$ cat src/sv/dip_pkg.sv
// Shared types and constants for the display idle power controller.
// No dependencies; used by the top level and the checker.
`default_nettype none

package dip_pkg;

    typedef enum logic [1:0] {
        MODE_ACTIVE = 2'd0,
        MODE_DIM    = 2'd1,
        MODE_OFF    = 2'd2
    } t_mode;

    typedef enum logic [2:0] {
        OP_POLL     = 3'd0,
        OP_ACTIVITY = 3'd1,
        OP_PRESS    = 3'd2,
        OP_DRAG     = 3'd3,
        OP_SLEEP    = 3'd4
    } t_op;

    typedef enum logic [2:0] {
        REG_ACTIVE_TIMEOUT = 3'd0,
        REG_DIM_TIMEOUT    = 3'd1,
        REG_DIM_LEVEL      = 3'd2,
        REG_TAP_WINDOW     = 3'd3,
        REG_SWIPE_DIST     = 3'd4,
        REG_CLOCK_PERIOD   = 3'd5
    } t_reg_idx;

    localparam int TIME_W  = 32;
    localparam int PCT_W   = 7;
    localparam int TAP_W   = 16;
    localparam int SWIPE_W = 10;
    localparam int CLK_W   = 16;
    localparam int OP_W    = 3;
    localparam int ADDR_W  = 5;
    localparam int DATA_W  = 32;
    localparam int OUT_W   = 16;

    localparam logic [TIME_W-1:0]  RST_ACTIVE_TIMEOUT = 32'd30000;
    localparam logic [TIME_W-1:0]  RST_DIM_TIMEOUT    = 32'd180000;
    localparam logic [PCT_W-1:0]   RST_DIM_LEVEL      = 7'd15;
    localparam logic [TAP_W-1:0]   RST_TAP_WINDOW     = 16'd350;
    localparam logic [SWIPE_W-1:0] RST_SWIPE_DIST     = 10'd40;
    localparam logic [CLK_W-1:0]   RST_CLOCK_PERIOD   = 16'd1000;

    localparam logic [PCT_W-1:0]   BL_FULL = 7'd100;
    localparam logic [PCT_W-1:0]   BL_NONE = 7'd0;

    // packed from the lowest bit: mode, backlight_pct, refresh, sleep, save
    typedef struct packed {
        logic              save_return_screen;
        logic              light_sleep;
        logic              refresh_clock;
        logic [PCT_W-1:0]  backlight_pct;
        t_mode             mode;
    } t_result;

    localparam int RES_W = $bits(t_result);

endpackage

`default_nettype wire

$ cat src/sv/display_idle_power_controller.sv
// An accepted item is registered in the input stage, evaluated from there and
// written into the result queue once it has space; it is offered from the queue.
// Throughput: one item per cycle; a two-entry result queue lets the input side
// keep accepting while a result waits, and stalls it only when both are full.
// Reset (synchronous, active low): mode active, timers and origins zero,
// registers at their defaults, input stage and result queue empty.
`default_nettype none

module display_idle_power_controller #(
    parameter int COORD_WIDTH = 10
) (
    input  wire                              i_clk,
    input  wire                              i_rst_n,
    // slave side
    input  wire                              i_s_axis_tvalid,
    output logic                             o_s_axis_tready,
    // tdata: now_ms[31:0], touch_x, touch_y, touch_seen, zero pad
    input  wire  [((dip_pkg::TIME_W + 2 * COORD_WIDTH + 1 + 7) / 8) * 8 - 1:0]
                                             i_s_axis_tdata,
    // tuser: operation[2:0]
    input  wire  [dip_pkg::OP_W-1:0]         i_s_axis_tuser,
    // master side
    output logic                             o_m_axis_tvalid,
    input  wire                              i_m_axis_tready,
    // tdata: mode[1:0], backlight_pct[8:2], refresh_clock[9], light_sleep[10],
    //        save_return_screen[11], zero pad
    output logic [dip_pkg::OUT_W-1:0]        o_m_axis_tdata,
    // configuration
    input  wire                              psel,
    input  wire                              penable,
    input  wire                              pwrite,
    input  wire  [dip_pkg::ADDR_W-1:0]       paddr,
    input  wire  [dip_pkg::DATA_W-1:0]       pwdata,
    output logic [dip_pkg::DATA_W-1:0]       prdata,
    output logic                             pready
);

    localparam int DW      = (COORD_WIDTH > dip_pkg::SWIPE_W) ? COORD_WIDTH
                                                              : dip_pkg::SWIPE_W;
    localparam int X_LSB   = dip_pkg::TIME_W;
    localparam int Y_LSB   = dip_pkg::TIME_W + COORD_WIDTH;
    localparam int SEEN_B  = dip_pkg::TIME_W + 2 * COORD_WIDTH;

    // configuration registers
    logic [dip_pkg::TIME_W-1:0]  r_active_to;
    logic [dip_pkg::TIME_W-1:0]  r_dim_to;
    logic [dip_pkg::PCT_W-1:0]   r_dim_level;
    logic [dip_pkg::TAP_W-1:0]   r_tap_window;
    logic [dip_pkg::SWIPE_W-1:0] r_swipe_dist;
    logic [dip_pkg::CLK_W-1:0]   r_clock_period;

    logic                        cfg_wr;
    dip_pkg::t_reg_idx           cfg_idx;

    // input stage
    logic                        r_in_valid;
    dip_pkg::t_op                r_op;
    logic [dip_pkg::TIME_W-1:0]  r_now;
    logic [COORD_WIDTH-1:0]      r_x;
    logic [COORD_WIDTH-1:0]      r_y;
    logic                        r_seen;

    // controller state
    dip_pkg::t_mode              r_mode;
    logic [dip_pkg::TIME_W-1:0]  r_last_act;
    logic [dip_pkg::TIME_W-1:0]  r_last_ref;
    logic [dip_pkg::TIME_W-1:0]  r_last_tap;
    logic [COORD_WIDTH-1:0]      r_org_x;
    logic [COORD_WIDTH-1:0]      r_org_y;
    logic                        r_swipe_done;

    dip_pkg::t_mode              n_mode;
    logic [dip_pkg::TIME_W-1:0]  n_last_act;
    logic [dip_pkg::TIME_W-1:0]  n_last_ref;
    logic [dip_pkg::TIME_W-1:0]  n_last_tap;
    logic [COORD_WIDTH-1:0]      n_org_x;
    logic [COORD_WIDTH-1:0]      n_org_y;
    logic                        n_swipe_done;
    dip_pkg::t_result            n_res;

    // result queue
    dip_pkg::t_result            r_q [2];
    logic                        r_wr_ptr;
    logic                        r_rd_ptr;
    logic [1:0]                  r_cnt;

    logic                        in_acc;
    logic                        proc;
    logic                        pop;
    logic                        q_space;

    logic [dip_pkg::TIME_W-1:0]  dt_act;
    logic [dip_pkg::TIME_W-1:0]  dt_ref;
    logic [dip_pkg::TIME_W-1:0]  dt_tap;
    logic [COORD_WIDTH-1:0]      dx;
    logic [COORD_WIDTH-1:0]      dy;
    logic                        swipe_hit;

    // ---------------- configuration port ----------------
    assign pready  = 1'b1;
    assign cfg_idx = dip_pkg::t_reg_idx'(paddr[4:2]);
    assign cfg_wr  = psel & penable & pwrite & pready;

    always_ff @(posedge i_clk) begin
        if (!i_rst_n) begin
            r_active_to    <= dip_pkg::RST_ACTIVE_TIMEOUT;
            r_dim_to       <= dip_pkg::RST_DIM_TIMEOUT;
            r_dim_level    <= dip_pkg::RST_DIM_LEVEL;
            r_tap_window   <= dip_pkg::RST_TAP_WINDOW;
            r_swipe_dist   <= dip_pkg::RST_SWIPE_DIST;
            r_clock_period <= dip_pkg::RST_CLOCK_PERIOD;
        end else if (cfg_wr) begin
            case (cfg_idx)
                dip_pkg::REG_ACTIVE_TIMEOUT: r_active_to    <= pwdata;
                dip_pkg::REG_DIM_TIMEOUT:    r_dim_to       <= pwdata;
                dip_pkg::REG_DIM_LEVEL:      r_dim_level    <= pwdata[dip_pkg::PCT_W-1:0];
                dip_pkg::REG_TAP_WINDOW:     r_tap_window   <= pwdata[dip_pkg::TAP_W-1:0];
                dip_pkg::REG_SWIPE_DIST:     r_swipe_dist   <= pwdata[dip_pkg::SWIPE_W-1:0];
                dip_pkg::REG_CLOCK_PERIOD:   r_clock_period <= pwdata[dip_pkg::CLK_W-1:0];
                default: ;
            endcase
        end
    end

    always_comb begin
        case (cfg_idx)
            dip_pkg::REG_ACTIVE_TIMEOUT: prdata = r_active_to;
            dip_pkg::REG_DIM_TIMEOUT:    prdata = r_dim_to;
            dip_pkg::REG_DIM_LEVEL:      prdata = dip_pkg::DATA_W'(r_dim_level);
            dip_pkg::REG_TAP_WINDOW:     prdata = dip_pkg::DATA_W'(r_tap_window);
            dip_pkg::REG_SWIPE_DIST:     prdata = dip_pkg::DATA_W'(r_swipe_dist);
            dip_pkg::REG_CLOCK_PERIOD:   prdata = dip_pkg::DATA_W'(r_clock_period);
            default:                     prdata = '0;
        endcase
    end

    // ---------------- handshake ----------------
    assign q_space         = ~r_cnt[1];
    assign o_s_axis_tready = ~r_in_valid | q_space;
    assign in_acc          = i_s_axis_tvalid & o_s_axis_tready;
    assign proc            = r_in_valid & q_space;
    assign o_m_axis_tvalid = (r_cnt != 2'd0);
    assign pop             = o_m_axis_tvalid & i_m_axis_tready;

    always_ff @(posedge i_clk) begin
        if (!i_rst_n) begin
            r_in_valid <= 1'b0;
        end else if (in_acc) begin
            r_in_valid <= 1'b1;
        end else if (proc) begin
            r_in_valid <= 1'b0;
        end
    end

    always_ff @(posedge i_clk) begin
        if (in_acc) begin
            r_op   <= dip_pkg::t_op'(i_s_axis_tuser);
            r_now  <= i_s_axis_tdata[dip_pkg::TIME_W-1:0];
            r_x    <= i_s_axis_tdata[X_LSB +: COORD_WIDTH];
            r_y    <= i_s_axis_tdata[Y_LSB +: COORD_WIDTH];
            r_seen <= i_s_axis_tdata[SEEN_B];
        end
    end

    // ---------------- event evaluation ----------------
    assign dt_act    = r_now - r_last_act;
    assign dt_ref    = r_now - r_last_ref;
    assign dt_tap    = r_now - r_last_tap;
    assign dx        = (r_x > r_org_x) ? (r_x - r_org_x) : (r_org_x - r_x);
    assign dy        = (r_y > r_org_y) ? (r_y - r_org_y) : (r_org_y - r_y);
    assign swipe_hit = (DW'(dx) > DW'(r_swipe_dist)) | (DW'(dy) > DW'(r_swipe_dist));

    always_comb begin
        n_mode       = r_mode;
        n_last_act   = r_last_act;
        n_last_ref   = r_last_ref;
        n_last_tap   = r_last_tap;
        n_org_x      = r_org_x;
        n_org_y      = r_org_y;
        n_swipe_done = r_swipe_done;
        n_res        = '0;

        case (r_op)
            dip_pkg::OP_POLL: begin
                case (r_mode)
                    dip_pkg::MODE_ACTIVE: begin
                        if (dt_act > r_active_to) begin
                            n_mode                   = dip_pkg::MODE_DIM;
                            n_res.save_return_screen = 1'b1;
                            n_res.refresh_clock      = 1'b1;
                            n_last_act               = r_now;
                        end
                    end
                    dip_pkg::MODE_DIM: begin
                        if (dt_act > r_dim_to) begin
                            n_mode = dip_pkg::MODE_OFF;
                        end
                        if (dt_ref > dip_pkg::TIME_W'(r_clock_period)) begin
                            n_res.refresh_clock = 1'b1;
                            n_last_ref          = r_now;
                        end
                    end
                    dip_pkg::MODE_OFF: begin
                        if (r_seen) begin
                            n_mode              = dip_pkg::MODE_DIM;
                            n_res.refresh_clock = 1'b1;
                            n_last_act          = r_now;
                        end else begin
                            n_res.light_sleep = 1'b1;
                        end
                    end
                    default: ;
                endcase
            end
            dip_pkg::OP_ACTIVITY: begin
                n_last_act = r_now;
            end
            dip_pkg::OP_PRESS: begin
                if (r_mode != dip_pkg::MODE_ACTIVE) begin
                    n_org_x      = r_x;
                    n_org_y      = r_y;
                    n_swipe_done = 1'b0;
                    if (dt_tap < dip_pkg::TIME_W'(r_tap_window)) begin
                        n_mode     = dip_pkg::MODE_OFF;
                        n_last_tap = '0;
                    end else begin
                        n_last_tap = r_now;
                    end
                end
            end
            dip_pkg::OP_DRAG: begin
                if (r_mode != dip_pkg::MODE_ACTIVE && !r_swipe_done && swipe_hit) begin
                    n_swipe_done = 1'b1;
                    n_mode       = dip_pkg::MODE_ACTIVE;
                    n_last_act   = r_now;
                end
            end
            dip_pkg::OP_SLEEP: begin
                n_res.save_return_screen = (r_mode == dip_pkg::MODE_ACTIVE);
                n_mode                   = dip_pkg::MODE_DIM;
                n_res.refresh_clock      = 1'b1;
                n_last_act               = r_now;
            end
            default: ;
        endcase

        n_res.mode = n_mode;
        case (n_mode)
            dip_pkg::MODE_ACTIVE: n_res.backlight_pct = dip_pkg::BL_FULL;
            dip_pkg::MODE_DIM:    n_res.backlight_pct = (r_dim_level > dip_pkg::BL_FULL)
                                                        ? dip_pkg::BL_FULL : r_dim_level;
            default:              n_res.backlight_pct = dip_pkg::BL_NONE;
        endcase
    end

    always_ff @(posedge i_clk) begin
        if (!i_rst_n) begin
            r_mode       <= dip_pkg::MODE_ACTIVE;
            r_last_act   <= '0;
            r_last_ref   <= '0;
            r_last_tap   <= '0;
            r_org_x      <= '0;
            r_org_y      <= '0;
            r_swipe_done <= 1'b0;
        end else if (proc) begin
            r_mode       <= n_mode;
            r_last_act   <= n_last_act;
            r_last_ref   <= n_last_ref;
            r_last_tap   <= n_last_tap;
            r_org_x      <= n_org_x;
            r_org_y      <= n_org_y;
            r_swipe_done <= n_swipe_done;
        end
    end

    // ---------------- result queue ----------------
    always_ff @(posedge i_clk) begin
        if (!i_rst_n) begin
            r_wr_ptr <= 1'b0;
            r_rd_ptr <= 1'b0;
            r_cnt    <= 2'd0;
        end else begin
            if (proc) begin
                r_wr_ptr <= ~r_wr_ptr;
            end
            if (pop) begin
                r_rd_ptr <= ~r_rd_ptr;
            end
            case ({proc, pop})
                2'b10:   r_cnt <= r_cnt + 2'd1;
                2'b01:   r_cnt <= r_cnt - 2'd1;
                default: r_cnt <= r_cnt;
            endcase
        end
    end

    always_ff @(posedge i_clk) begin
        if (proc) begin
            r_q[r_wr_ptr] <= n_res;
        end
    end

    assign o_m_axis_tdata = dip_pkg::OUT_W'(r_q[r_rd_ptr]);

endmodule

`default_nettype wire

$ cat config.mk
export PLATFORM = sky130hd
export DESIGN_NAME = display_idle_power_controller
export DESIGN_NICKNAME = d
export VERILOG_FILES = /design/src/sv/dip_pkg.sv /design/src/sv/display_idle_power_controller.sv
export SDC_FILE = /design/constraint.sdc
export NUM_CORES = 1
export LEC_CHECK = 0
export BUFFER_PORTS_ARGS = -buffer_cell sky130_fd_sc_hd__buf_2
export CAP_MARGIN = 20
export CORE_MARGIN = 8
export CORE_UTILIZATION = 45
export CTS_BUF_LIST = sky130_fd_sc_hd__clkbuf_8
export DETAILED_ROUTE_END_ITERATION = 16
export PLACE_DENSITY = 0.67
export SLEW_MARGIN = 10
export SYNTH_ARGS = -nofsm -noshare
export SYNTH_HDL_FRONTEND = slang
export SYNTH_SLANG_ARGS = --single-unit
export TNS_END_PERCENT = 1
$ cat constraint.sdc
create_clock -name i_clk -period 5.3 [get_ports i_clk]
set_input_delay 0.53 -clock i_clk [delete_from_list [all_inputs] [get_ports i_clk]]
set_output_delay 0.53 -clock i_clk [all_outputs]
set_load 0.03 [all_outputs]
==> results.cfg, run 1 <==
[worst_setup_path]
arrival_ps = 6260
crit_type = flop to flop
cp_common_cell = a21o_1
cp-start-kind = flop
cp.buffers_inverters = 5
required_ps = 5810
cp_slowest_cell = edfxtp_1
cp_top_family = compound AO/OA/AOI/OAI gates
cp-end-kind = flop
slowest_delay_ps = 410
path_max_fanout = 3

[logic_synthesis]
syn_area_sq_um = 22000
async_reset_ff_share_pct = 0
synth_area_leaders = dfxtp_1 22%, ha_1 14%, edfxtp_1 11%, nand2_1 6.3%, mux2i_1 4.9%
ys_ff_latch = 318
synth_cell_type_count = 77
synth_cells = 2571
yosysTopAreaCell = dfxtp_1
seq_area_frac_synth_pct = 32.6
avgSynthCellArea_sq_um = 8.55
synth_top_cell_area_share_pct = 21.7
synth_edf_count = 80
yosys_warnings = 0
ys.flop_type = dfxtp_1

[global_route]
grt_usage_pct = 23.6
grt_overflow = 0
grt_pass1_vias = 19700
grt_max_degree = 106
grt_antenna_before_repair = 7
grt_pass1_wl_microns = 107000

[finish]
final_util_pct = 55.4
drive_gt1_share_pct = 18.9
syn_to_final_growth_pct = 22.3
final_common_cell = nand2_1
final_cell_mix = 369 x nand2_1, 273 x inv_1, 244 x ha_1
nets = 3297
fillCellCount = 4403
postLayoutCellArea_sq_um = 26900

[floorplan]
core_area_sq_um = 48500
dieArea_sq_um = 56200
die_w_microns = 237
rows = 81
initial_core_util_pct = 45.3
io_pins = 154
die_height_microns = 237

[power]
switching_power_mw = 2.50
p_clk_share_pct = 34.2
p_leak_nw = 11.3
internal_power_mw = 5.08
seqPwrFrac_pct = 35.5
powerDensity_nw_per_um2 = 282
swShare_pct = 33.0
pwr-share-comb_pct = 30.3
ir_drop_v = 0.000154

[cts]
htreeDepth = 2
cts_sinks = 318
clk_latency_ps = 690
cts-root-buf = clkbuf_8
numCtsBuffers = 58
path_clk_slew_ps = 60
cts_tree = yes
cts.path.max_buffers = 3

[sta]
worst_slack_ps = -445
max_clock_freq_mhz = 174
period_share_pct = 108
finalCriticalPeriod_ps = 5750
hold_viol_final = 0
skew_ps = 41.6
tightestPinTransition_ps = 1120
rsz0062_at_grt = yes
whs_ps = 44.6
slew_viol_final = 0
relSlewSlack_pct = 25.4
setup_tns_ps = -19400
setup_viol = 88

[routing]
totalWireLength_microns = 68800
via_per_inst = 5.61
postRouteAntennaNets = 0
wl_per_cell_microns = 19.0
met3_length_microns = 4850
wl_met1_microns = 30700
drt_pass1_iterations = 5
met2_length_microns = 30600
highest_layer = met5
drtIter0Drc = 1388
num_vias = 20300
drc = 0

[outcome]
violations = negative setup slack
run_status = finished with violations

[min_path]
min_path_type = input pin to flop

[place]
dp_hpwl_microns = 52400
place_congestion = 0.926
io_buffers = 143
placed_area_sq_um = 24800

[run]
cap_violations = 0
## worst register-to-register path, delay by kind of cell, from the launching register on
family,cells,cell delay [ps]
DFF,1,410
buffers and inverters,5,590
adders and majority gates,3,670
AOI/OAI and AO/OA,15,2880
xor gates and xnor gates,1,90
and+or+nand+nor,5,930
## what timing repair did
| action | CTS | global route |
|---|---|---|
| gates resized for setup | 42 | 32 |
| pin swaps | 25 | 34 |
| endpoints found under the hold margin | 49 | 0 |
| hold buffers | 49 | 0 |
| endpoints found under the setup margin | 120 | 120 |
| setup buffers | 3 | 5 |
## final timing paths
path,to,slack [ps],start,cells past startpoint
worst max register to register,r_q[0][7],-450,r_now[0],29
worst min register to register,r_last_ref[3],450,r_last_ref[3],2
worst min-delay path,r_now[7],40,i_s_axis_tdata[7],1
worst max-delay path,r_q[0][7],-450,r_now[0],29
## layout make-up
| cell class | instances | area (sq um) | area share, % |
|---|---|---|---|
| Clock inverter | 45 | 392 | 1.46 |
| Inverter | 267 | 1000 | 3.73 |
| Multi-Input combinational cell | 1884 | 13700 | 51.1 |
| Antenna cell | 4 | 10.0 | 0.0372 |
| Clock buffer | 64 | 881 | 3.28 |
| Sequential cell | 318 | 7170 | 26.7 |
| Tap cell | 622 | 778 | 2.90 |
| Timing Repair Buffer | 411 | 2910 | 10.8 |
## metrics by stage
step,std cells,worst slack [ps],power [mW]
2_1_floorplan,2574,1.89,4.10
3_3_place_gp,3446,-596,4.84
3_5_place_dp,3446,-675,4.89
4_1_cts,3607,-424,7.58
5_1_grt,3614,-737,7.96
6_report,3615,-445,7.57
## flip-flops by register name, indices dropped and copies added (netlist names), 16 cells and up, named ones only
signal          cells
r_dim_to           32
r_last_act         32
r_clock_period     16
r_tap_window       16
r_active_to        32
r_now              32
r_q                24
r_last_tap         32
r_last_ref         32
## kinds of logic (layout without fill, tap and decap cells)
family | count (synthesis) | count (layout) | share of synthesized area (%)
XOR/XNOR | 87 | 87 | 3.47
other | 2 | 9 | 0.0342
flip-flops | 318 | 318 | 32.6
AND/OR/NAND/NOR | 743 | 743 | 15.6
buffers and inverters | 372 | 787 | 6.56
adder cells (fa/ha/maj) | 254 | 254 | 14.7
multiplexers | 128 | 128 | 6.00
AO/OA/AOI/OAI | 667 | 667 | 21.0
## synthesized netlist by cell type (13+ instances only)
library cell,number
a31oi_1,14
a221oi_1,13
nand3_1,33
inv_1,266
nand2b_1,18
mux2i_1,108
o211ai_1,44
clkbuf_1,88
a21o_1,99
nand4_1,38
a21boi_0,96
nor2b_1,70
xor2_1,28
nand2_1,369
nor2_1,112
dfxtp_1,238
ha_1,247
o21ai_0,83
o21bai_1,13
nor3_1,28
a211oi_1,16
and2_1,13
o21a_1,21
a22o_1,49
a21oi_1,142
xnor2_1,59
edfxtp_1,80
mux2_2,19
## power groups by stage
stage,Clock [mW],Sequential (mW),Combinational (mW)
3_3_place_gp,0,2.74,2.10
5_1_grt,2.76,2.70,2.50
6_report,2.59,2.69,2.29
2_1_floorplan,0,2.70,1.40
3_5_place_dp,0,2.74,2.15
4_1_cts,2.67,2.69,2.23
## per-layer routing
metal / track usage (%) / up-vias
met1: 31.2 / 9626
met3: 4.44 / 164
met5: 0 / -
met2: 37.6 / 689
li1: - / 9782
met4: 9.34 / 4
Note: power is estimated with default switching activity, not from simulation.
==> run 2, diff against run 1 <==
--- a/config.mk
+++ b/config.mk
@@ -11,7 +11,9 @@
 export CORE_UTILIZATION = 45
 export CTS_BUF_LIST = sky130_fd_sc_hd__clkbuf_8
 export DETAILED_ROUTE_END_ITERATION = 16
+export GPL_ROUTABILITY_DRIVEN = 1
 export PLACE_DENSITY = 0.67
+export SKIP_LAST_GASP = 1
 export SLEW_MARGIN = 10
 export SYNTH_ARGS = -nofsm -noshare
 export SYNTH_HDL_FRONTEND = slang
==> run 2 against run 1 <==
Effect of this change:
- the flow still finishes with violations (negative setup slack)
- sequential cell count unchanged
- largest power group unchanged
- cell count is essentially flat
- clock-buffer cell count unchanged
- largest cell class unchanged
- global-route usage about the same
- die area stayed put
- non-clock buffer count increased by 2
- combinational power is essentially flat
==> results.cfg, run 2 (synthesis results as in run 1) <==
[floorplan]
dieArea_sq_um = 56200
die_height_microns = 237
rows = 81
die_w_microns = 237
io_pins = 154
core_area_sq_um = 48500
initial_core_util_pct = 45.3

[power]
ir_drop_v = 0.000155
powerDensity_nw_per_um2 = 282
p_leak_nw = 11.3
p_total_mw = 7.54

[routing]
drt_pass1_iterations = 5
via_per_inst = 5.59
num_vias = 20200
totalWireLength_microns = 68500
wl_per_cell_microns = 18.9
drc = 0
postRouteAntennaNets = 0
drtIter0Drc = 1499

[worst_setup_path]
cp_common_cell = a21o_1
path_max_fanout = 3
slowest_delay_ps = 410
required_ps = 5810
cp_slowest_cell = edfxtp_1
cp-end-kind = flop
crit_type = flop to flop
cp-start-kind = flop
arrival_ps = 6380

[cts]
cts.path.max_buffers = 3
cts_tree = yes
clk_latency_ps = 700
numCtsBuffers = 58
cts-root-buf = clkbuf_8
cts_sinks = 318
path_clk_slew_ps = 60
htreeDepth = 2

[global_route]
grt_pass1_wl_microns = 107000
grt_antenna_before_repair = 7
grt_overflow = 0
grt_max_degree = 106
top_usage_layer = met2
use_met2_pct = 37.5
met3_usage_pct = 4.42
grt_usage_pct = 23.5
grt_pass1_vias = 19600
globalRouteMet1Util_pct = 31.2

[place]
dpl.cell_count = 3446
dp_hpwl_microns = 52400
placed_area_sq_um = 24800
io_buffers = 143
place_congestion = 0.926

[sta]
period_share_pct = 111
slew_viol_final = 0
relSlewSlack_pct = 26.8
skew_ps = 40.0
worst_slack_ps = -572
hold_viol_final = 0
tightestPinTransition_ps = 1100
whs_ps = 42.0
finalCriticalPeriod_ps = 5870
setup_viol = 118
max_clock_freq_mhz = 170
rsz0062_at_grt = yes

[finish]
nets = 3299
instances_no_fill = 3617
final_common_cell = nand2_1
drive_gt1_share_pct = 17.8
final_util_pct = 55.0
postLayoutCellArea_sq_um = 26700
syn_to_final_growth_pct = 21.6
final_cell_mix = 369 x nand2_1, 275 x inv_1, 247 x ha_1

[outcome]
run_status = finished with violations
violations = negative setup slack

[run]
cap_violations = 0

[min_path]
min_path_type = input pin to flop
-- run 2: cell count changes in the layout (fill, tap and decap cells not counted), sizes merged --
cell,change
buf,+2
-- run 2: worst max-delay path: cells and delay by family (launching register included) --
family	cells	cell delay [ps]
fa+ha+maj	3	660
compound gates	15	2870
xor+xnor	1	100
simple gates	5	880
buf+inv	6	750
flops	1	410
-- run 2: worst paths after layout --
check,cells after the start,endpoint,slack (ps),from
worst max-delay path,30,r_q[0][7],-570,r_now[0]
worst min-delay path,1,r_now[7],40,i_s_axis_tdata[7]
worst max register to register,30,r_q[0][7],-570,r_now[0]
worst min register to register,2,r_last_ref[3],450,r_last_ref[3]
-- run 2: routing by layer --
metal,part of all wire [%],wire length [microns]
met5,0.045,31
met4,3.6,2500
met3,6.9,4730
met2,45,30600
met1,45,30700
-- run 2: power breakdown --
group / switching, mW / leakage, nW / internal (mW)
registers: 0.0880 / 2.69 / 2.60
logic: 1.26 / 7.87 / 1.00
clock network: 1.13 / 0.701 / 1.46
total: 2.48 / 11.3 / 5.06
-- run 2: cell type report --
type | instances | area, sq um
diodes | 4 | 10.0
clock buffers | 64 | 881
clock inverters | 45 | 392
fillers | 4394 | 21800
inverters | 267 | 1000
multi-input cells | 1884 | 13600
flip-flops and latches | 318 | 7170
well taps | 622 | 778
repair buffers | 413 | 2920
-- run 2: stage by stage --
step           TNS (ps)  setup WS, ps
2_1_floorplan         0          1.89
3_3_place_gp     -40580          -596
3_5_place_dp     -46950          -675
4_1_cts          -44670          -445
5_1_grt          -86380          -815
6_report         -49360          -572
-- run 2: what timing repair did --
| item | in CTS | in global routing |
|---|---|---|
| pin swaps | 14 | 20 |
| setup endpoints to repair | 120 | 121 |
| hold buffers | 49 | 0 |
| cloned | 0 | 0 |
| resized for setup | 17 | 13 |
| hold endpoints to repair | 49 | 0 |
| buffers inserted | 3 | 6 |
